**src/rtl/core/slpq_pkg.sv**
```systemverilog
// Shared constants, codes and control types of the sorted-list priority queue.
package slpq_pkg;

	localparam int DEPTH   = 256;
	localparam int SLOT_W  = $clog2(DEPTH);
	localparam int PTR_W   = SLOT_W + 1;
	localparam int KEY_W   = 32;
	localparam int PAY_W   = 16;
	localparam int KP_W    = KEY_W + PAY_W;
	localparam int CNT_W   = 9;
	localparam int STAT_W  = 2;

	localparam logic [PTR_W-1:0] NIL = PTR_W'(DEPTH);

	localparam logic OP_INSERT = 1'b0;
	localparam logic OP_REMOVE = 1'b1;

	localparam logic [STAT_W-1:0] ST_DONE  = 2'd0;
	localparam logic [STAT_W-1:0] ST_FULL  = 2'd1;
	localparam logic [STAT_W-1:0] ST_EMPTY = 2'd2;

	localparam logic [1:0] CASE_EMPTY  = 2'd0;
	localparam logic [1:0] CASE_FRONT  = 2'd1;
	localparam logic [1:0] CASE_TAIL   = 2'd2;
	localparam logic [1:0] CASE_MIDDLE = 2'd3;

	localparam int CMD_W = 4;
	localparam logic [CMD_W-1:0] CMD_IDLE       = 4'd0;
	localparam logic [CMD_W-1:0] CMD_LATCH      = 4'd1;
	localparam logic [CMD_W-1:0] CMD_DECIDE     = 4'd2;
	localparam logic [CMD_W-1:0] CMD_CLASSIFY   = 4'd3;
	localparam logic [CMD_W-1:0] CMD_WALK_FIRST = 4'd4;
	localparam logic [CMD_W-1:0] CMD_WALK       = 4'd5;
	localparam logic [CMD_W-1:0] CMD_LINK1      = 4'd6;
	localparam logic [CMD_W-1:0] CMD_LINK2      = 4'd7;
	localparam logic [CMD_W-1:0] CMD_REM_TAKE   = 4'd8;
	localparam logic [CMD_W-1:0] CMD_REM_HEAD   = 4'd9;
	localparam logic [CMD_W-1:0] CMD_LOAD       = 4'd10;

	typedef struct packed {
		logic [CMD_W-1:0] step;
	} cmd_t;

	typedef struct packed {
		logic       is_remove;
		logic       list_empty;
		logic       list_full;
		logic [1:0] ins_case;
		logic       walk_stop;
		logic       next_nil;
		logic       out_free;
	} stat_t;

endpackage

```
**src/rtl/core/slpq_ctrl.sv**
```systemverilog
// Controller state machine sequencing inserts, list walks and removes.
module slpq_ctrl import slpq_pkg::*; (
	input  logic  clk,
	input  logic  arst_n,
	input  logic  in_valid,
	output logic  in_stall,
	input  stat_t stat,
	output cmd_t  cmd
);

	localparam int ST_W = 4;
	localparam logic [ST_W-1:0] S_IDLE       = 4'd0;
	localparam logic [ST_W-1:0] S_DECIDE     = 4'd1;
	localparam logic [ST_W-1:0] S_CLASSIFY   = 4'd2;
	localparam logic [ST_W-1:0] S_WALK_FIRST = 4'd3;
	localparam logic [ST_W-1:0] S_WALK       = 4'd4;
	localparam logic [ST_W-1:0] S_LINK1      = 4'd5;
	localparam logic [ST_W-1:0] S_LINK2      = 4'd6;
	localparam logic [ST_W-1:0] S_REM_TAKE   = 4'd7;
	localparam logic [ST_W-1:0] S_REM_HEAD   = 4'd8;
	localparam logic [ST_W-1:0] S_DONE       = 4'd9;

	logic [ST_W-1:0] state_q;
	logic [ST_W-1:0] state_d;

	assign in_stall = (state_q != S_IDLE);

	always_comb begin
		state_d  = state_q;
		cmd.step = CMD_IDLE;
		unique case (state_q)
			S_IDLE: begin
				if (in_valid) begin
					cmd.step = CMD_LATCH;
					state_d  = S_DECIDE;
				end
			end
			S_DECIDE: begin
				cmd.step = CMD_DECIDE;
				if (stat.is_remove) begin
					state_d = stat.list_empty ? S_DONE : S_REM_TAKE;
				end else begin
					state_d = stat.list_full ? S_DONE : S_CLASSIFY;
				end
			end
			S_CLASSIFY: begin
				cmd.step = CMD_CLASSIFY;
				state_d  = (stat.ins_case == CASE_MIDDLE) ? S_WALK_FIRST : S_LINK1;
			end
			S_WALK_FIRST: begin
				cmd.step = CMD_WALK_FIRST;
				state_d  = S_WALK;
			end
			S_WALK: begin
				cmd.step = CMD_WALK;
				if (stat.walk_stop) begin
					state_d = S_LINK1;
				end
			end
			S_LINK1: begin
				cmd.step = CMD_LINK1;
				if (stat.ins_case == CASE_TAIL || stat.ins_case == CASE_MIDDLE) begin
					state_d = S_LINK2;
				end else begin
					state_d = S_DONE;
				end
			end
			S_LINK2: begin
				cmd.step = CMD_LINK2;
				state_d  = S_DONE;
			end
			S_REM_TAKE: begin
				cmd.step = CMD_REM_TAKE;
				state_d  = stat.next_nil ? S_DONE : S_REM_HEAD;
			end
			S_REM_HEAD: begin
				cmd.step = CMD_REM_HEAD;
				state_d  = S_DONE;
			end
			S_DONE: begin
				if (stat.out_free) begin
					cmd.step = CMD_LOAD;
					state_d  = S_IDLE;
				end
			end
			default: begin
				state_d = S_IDLE;
			end
		endcase
	end

	always_ff @(posedge clk or negedge arst_n) begin
		if (!arst_n) begin
			state_q <= S_IDLE;
		end else begin
			state_q <= state_d;
		end
	end

endmodule

```
**config.mk**
```make
export PLATFORM = sky130hd
export DESIGN_NAME = slpq_ctrl
export DESIGN_NICKNAME = d
export VERILOG_FILES = /design/src/rtl/core/slpq_pkg.sv /design/src/rtl/core/slpq_ctrl.sv
export SDC_FILE = /design/constraint.sdc
export NUM_CORES = 1
export LEC_CHECK = 0
export BUFFER_PORTS_ARGS = -buffer_cell sky130_fd_sc_hd__buf_2
export CORE_AREA = 2 2 39 41
export CTS_CLUSTER_DIAMETER = 80
export DETAILED_ROUTE_END_ITERATION = 16
export DIE_AREA = 0 0 41 43
export GPL_ROUTABILITY_DRIVEN = 0
export GPL_TIMING_DRIVEN = 0
export PLACE_DENSITY = 0.66
export SYNTH_ARGS = -nofsm -noshare
export SYNTH_HDL_FRONTEND = slang
export SYNTH_SLANG_ARGS = --single-unit
```
**constraint.sdc**
```tcl
create_clock -name clk -period 1.8 [get_ports clk]
set_clock_uncertainty 0.2 [all_clocks]
set_input_delay 0.18 -clock clk [delete_from_list [all_inputs] [get_ports clk]]
set_output_delay 0.18 -clock clk [all_outputs]
set_load 0.01 [all_outputs]
```
Word level (Yosys, flattened, before mapping)
Index checks and enable logic that the tools add are counted. Widths: inputs -> output; s select.

Register bits: 4. Input bits: 11.

Equality and inequality tests: 14. Mux-type cells: 13. Reduce and logical (&&, ||, !) cells: 5.

Operators by type and width (number): $pmux 4 s10 (1); $pmux 4 s9 (1); $mux 4 (8); $eq 4x3->1 const B (4); $eq 4x2->1 const B (2); $eq 4x4->1 const B (2); $ne 2x2->1 const B (3); $eq 2x2->1 const B (2); $eq 4x1->1 const B (1); $logic_not 4->1 (1); $reduce_bool 4->1 (1); $mux 3 (1); $reduce_and 3->1 (1); $mux 1 (2); $reduce_or 2->1 (1); $logic_or 1x1->1 (1).

Logic depth before layout (Yosys ltp)
Depth in word-level cells: 4. Gate-level depth with buffers: 5.

Worst setup path after synthesis
Ideal clock, no wire load.

Path type: reg-to-output. Start: register state_q[2]. End: output cmd[0] in the netlist's numbering. Path slack: 0.319 ns. Stages on the path, launching flop included: 4. Data arrival time: 1.101 ns. Path through: dfrtp_1 or2_1 clkbuf_1 a211oi_1.

RTL lines: start: declaration (RTL line slpq_ctrl.sv:23) `logic [ST_W-1:0] state_q;`; start signal: assignment (RTL line slpq_ctrl.sv:96) `state_q <= state_d;`; end: declaration (RTL line slpq_ctrl.sv:8) `output cmd_t cmd`.

Final worst setup path
Start: register state_q[2]. End: output in_stall.

Cells in the longest elaborated chain, start to end: 1.

Ends and longest elaborated chain: $reduce_bool 4->1 (RTL line slpq_ctrl.sv:26) `assign in_stall = (state_q != S_IDLE);`; end: declaration (RTL line slpq_ctrl.sv:6) `output logic in_stall,`.

No other way between the ends.

==> metrics.txt <==
end point of the critical path=in_stall; library cell with the highest instance count after synthesis=sky130_fd_sc_hd__nand2_1; area of the placeable core=between 0.001 and 0.0015 mm²; yosys synthesis warning count=0; instance count on the critical path=3; buffers inserted by post-CTS timing repair=0; share of final-layout standard cells stronger than drive strength 1=0.382; floorplan die area=0.00176 mm²; Final Core Density=0.417; P&R area growth vs syn=34.0%; Critical R2R Capture=state_q[0]$_DFFE_PN0P_; register-to-register setup slack=0.21 ns; commonest cells in the netlist=sky130_fd_sc_hd__nand2_1, sky130_fd_sc_hd__buf_2, sky130_fd_sc_hd__dfrtp_1, sky130_fd_sc_hd__nor2_1, sky130_fd_sc_hd__nor2b_1; global routing usage on met1=0.201; VDD IR-drop max=between 0.0004 and 0.0005 V; overall routed net length=1070 µm; clock insertion delay at the later pin of the skew report=0.24 ns; Power Total=1.02 mW; area share of the largest cell type after synthesis=0.233; Critical Path Start Type=flop; wire length of the first global-routing pass=between 1500 and 2000 µm; share of async-settable or async-resettable flops after synthesis=1.00; Post-synth EDFFs=0; result of the run=finished clean; DP HPWL=roughly 760 µm; vias in the first global route=432; critical path's largest stage delay=0.38 ns; mean post-synth cell area=7.42 µm²; WHS=0.0954 ns; count of different cell masters after synthesis=33; die height=between 40 and 50 µm; Fill cells=161; First DRT Iteration DRCs=14; antenna cell count=0; headroom to the max-slew limit=0.790; worst min path class=input port to async pin; total grt overflow=0; kind of end point of the critical path=primary output; post-detailed-route count of antenna-violating nets=0; area of the mapped netlist=between 400 and 500 µm²; Final WS setup=approximately 0.09 ns; pin count of the biggest net entering global routing=11; via total after detailed routing=482; met2 Use GR=0.222; clock-pin slew reported for the worst setup and hold paths after clock tree synthesis=0.04 ns; CTS Sinks=4; primary flip-flop cell chosen by synthesis mapping=sky130_fd_sc_hd__dfrtp_1; met3 global-route usage=0.0314; largest registers ranked by flip-flop count=state_q x4; number of placed I/O pins=16; max FFs per register=4; register bit total from synthesis=4; post-layout minimum cycle time=between 1.5 and 2 ns; Period Utilization, post-route=0.949; router iterations before antenna repair=4; Worst path slowest cell=sky130_fd_sc_hd__dfrtp_1; total area of multi-input combinational cells=roughly 300 µm²; Worst Tran Pin Value=~0.31 ns; drt via density=5.24; master cell of the clock root buffer=sky130_fd_sc_hd__clkbuf_4; gr usage total=0.152; WP buf/inv=1; critical path start-end classification=flop to primary output; total negative slack=0 ns; pre-CTS setup slack=about 0.22 ns; x dimension of the die=41 µm; depth of the CTS H-tree=1; unrepaired setup endpoints after global routing=false; antenna violations before repair=0; library cell occupying the most area in the post-synthesis netlist=sky130_fd_sc_hd__dfrtp_1; Max Cap Violations=0; fraction of the yosys area taken by sequential cells=0.233; WP data required=1.42 ns; WL/cell=11.6 µm; Max Clk Rate=585 MHz; number of nets in the finished design=89; Final Slew Violations=0; Starting Density=0.311; Critical Path Source=state_q[2]$_DFFE_PN0P_; Worst Reg2Reg Path Length in Cells=5; cell family contributing the most delay on the critical path=simple AND/OR/NAND/NOR gates; Port Buffers=15; drc violations=0; leakage dissipation=0.271 nW; register area=101 µm²; leading cell types by total area after synthesis=sky130_fd_sc_hd__dfrtp_1, sky130_fd_sc_hd__nor2b_1, sky130_fd_sc_hd__nand2_1; Synth Instances=58; number of rows created at floorplan=14; layer carrying the most global-route usage=met2; number of clock buffers inserted by TritonCTS=3; arrival time of data at the critical path endpoint=1.33 ns; total power divided by cell area=1770 mW/mm²; critical-path maximum fanout=7; post-synthesis net count=69; cell-by-cell listing of the critical path=or2_4 -> or3_1 -> buf_2; Clock Tree Buf Depth=2; final number of setup-violating endpoints=0; clock tree from TritonCTS=yes; register with the most flip-flops=state_q; final-report hold violation count=0; r2r startpoint=state_q[2]$_DFFE_PN0P_
==> power breakdown <==
group / internal [mW] / total [mW] / switching, mW
registers: 0.134 / 0.171 / 0.0374
clock network: 0.0746 / 0.112 / 0.0372
logic: 0.357 / 0.738 / 0.381
total: 0.565 / 1.02 / 0.456
==> layer usage <==
metal / routed length [µm] / part of all wire
met1: 478 / 0.45
met4: 12 / 0.011
met3: 43 / 0.040
met5: 0 / 0
met2: 531 / 0.50
==> repair_timing <==
item | CTS | global route
resized for setup | 1 | 9
pin swaps | 0 | 0
hold endpoints to repair | 4 | 0
setup endpoints to repair | 2 | 4
hold buffers | 1 | 0
==> through the flow <==
| step | cell area, µm² | std cells |
|---|---|---|
| 4_1_cts | 557 | 92 |
| 3_3_place_gp | 526 | 89 |
| 6_report | 577 | 92 |
| 3_5_place_dp | 526 | 89 |
| 5_1_grt | 577 | 92 |
| 2_1_floorplan | 430 | 58 |
==> layout by cell type (no fill, tap or decap) <==
master / count
sky130_fd_sc_hd__dfrtp_1: 3
sky130_fd_sc_hd__dlygate4sd3_1: 1
sky130_fd_sc_hd__nor2b_2: 1
sky130_fd_sc_hd__nand3_1: 1
sky130_fd_sc_hd__or3_1: 2
sky130_fd_sc_hd__nand3b_1: 1
sky130_fd_sc_hd__o21bai_1: 1
sky130_fd_sc_hd__nor2b_1: 2
sky130_fd_sc_hd__inv_1: 2
sky130_fd_sc_hd__nand2_1: 6
sky130_fd_sc_hd__and2_1: 1
sky130_fd_sc_hd__a22oi_1: 1
sky130_fd_sc_hd__a211oi_1: 1
sky130_fd_sc_hd__a21oi_1: 3
sky130_fd_sc_hd__mux2i_1: 2
sky130_fd_sc_hd__nor2b_4: 1
sky130_fd_sc_hd__xnor2_1: 1
sky130_fd_sc_hd__buf_4: 1
sky130_fd_sc_hd__a31oi_1: 1
sky130_fd_sc_hd__or2_4: 1
sky130_fd_sc_hd__o221ai_1: 2
sky130_fd_sc_hd__buf_2: 17
sky130_fd_sc_hd__or2_2: 1
sky130_fd_sc_hd__xor2_1: 1
sky130_fd_sc_hd__dfrtp_2: 1
sky130_fd_sc_hd__o21ai_0: 1
sky130_fd_sc_hd__nand2b_1: 1
sky130_fd_sc_hd__a21oi_2: 1
sky130_fd_sc_hd__nand4bb_1: 1
sky130_fd_sc_hd__o21a_1: 1
sky130_fd_sc_hd__a221oi_1: 1
sky130_fd_sc_hd__and3b_1: 1
sky130_fd_sc_hd__clkbuf_4: 3
sky130_fd_sc_hd__nor2_1: 4
sky130_fd_sc_hd__o21ai_1: 1
sky130_fd_sc_hd__nor3_1: 3
sky130_fd_sc_hd__o22ai_1: 1
sky130_fd_sc_hd__buf_6: 2
==> area by class of cell <==
type | count | share of cell area
inverters | 2 | 0.0130
multi-input cells | 46 | 0.521
plain buffers | 5 | 0.0694
well taps | 16 | 0.0347
repair buffers | 16 | 0.148
flip-flops and latches | 4 | 0.176
clock buffers | 3 | 0.0390
==> logic make-up after synthesis <==
kind of cell,after synthesis,share of synthesized area
simple gates,27,0.343
compound gates,15,0.238
buf+inv,8,0.0988
flops,4,0.233
xor+xnor,2,0.0407
mux,2,0.0465
==> how the worst min path moves through the flow <==
stage	to	depth (start not counted)
finish	state_q[3]$_DFFE_PN0P_	2
global route	state_q[3]$_DFFE_PN0P_	2
CTS	state_q[3]$_DFFE_PN0P_	2
detailed placement	state_q[3]$_DFFE_PN0P_	1
global placement	state_q[0]$_DFFE_PN0P_	1
floorplan	state_q[0]$_DFFE_PN0P_	0
Power figures use the tool's default switching activity.
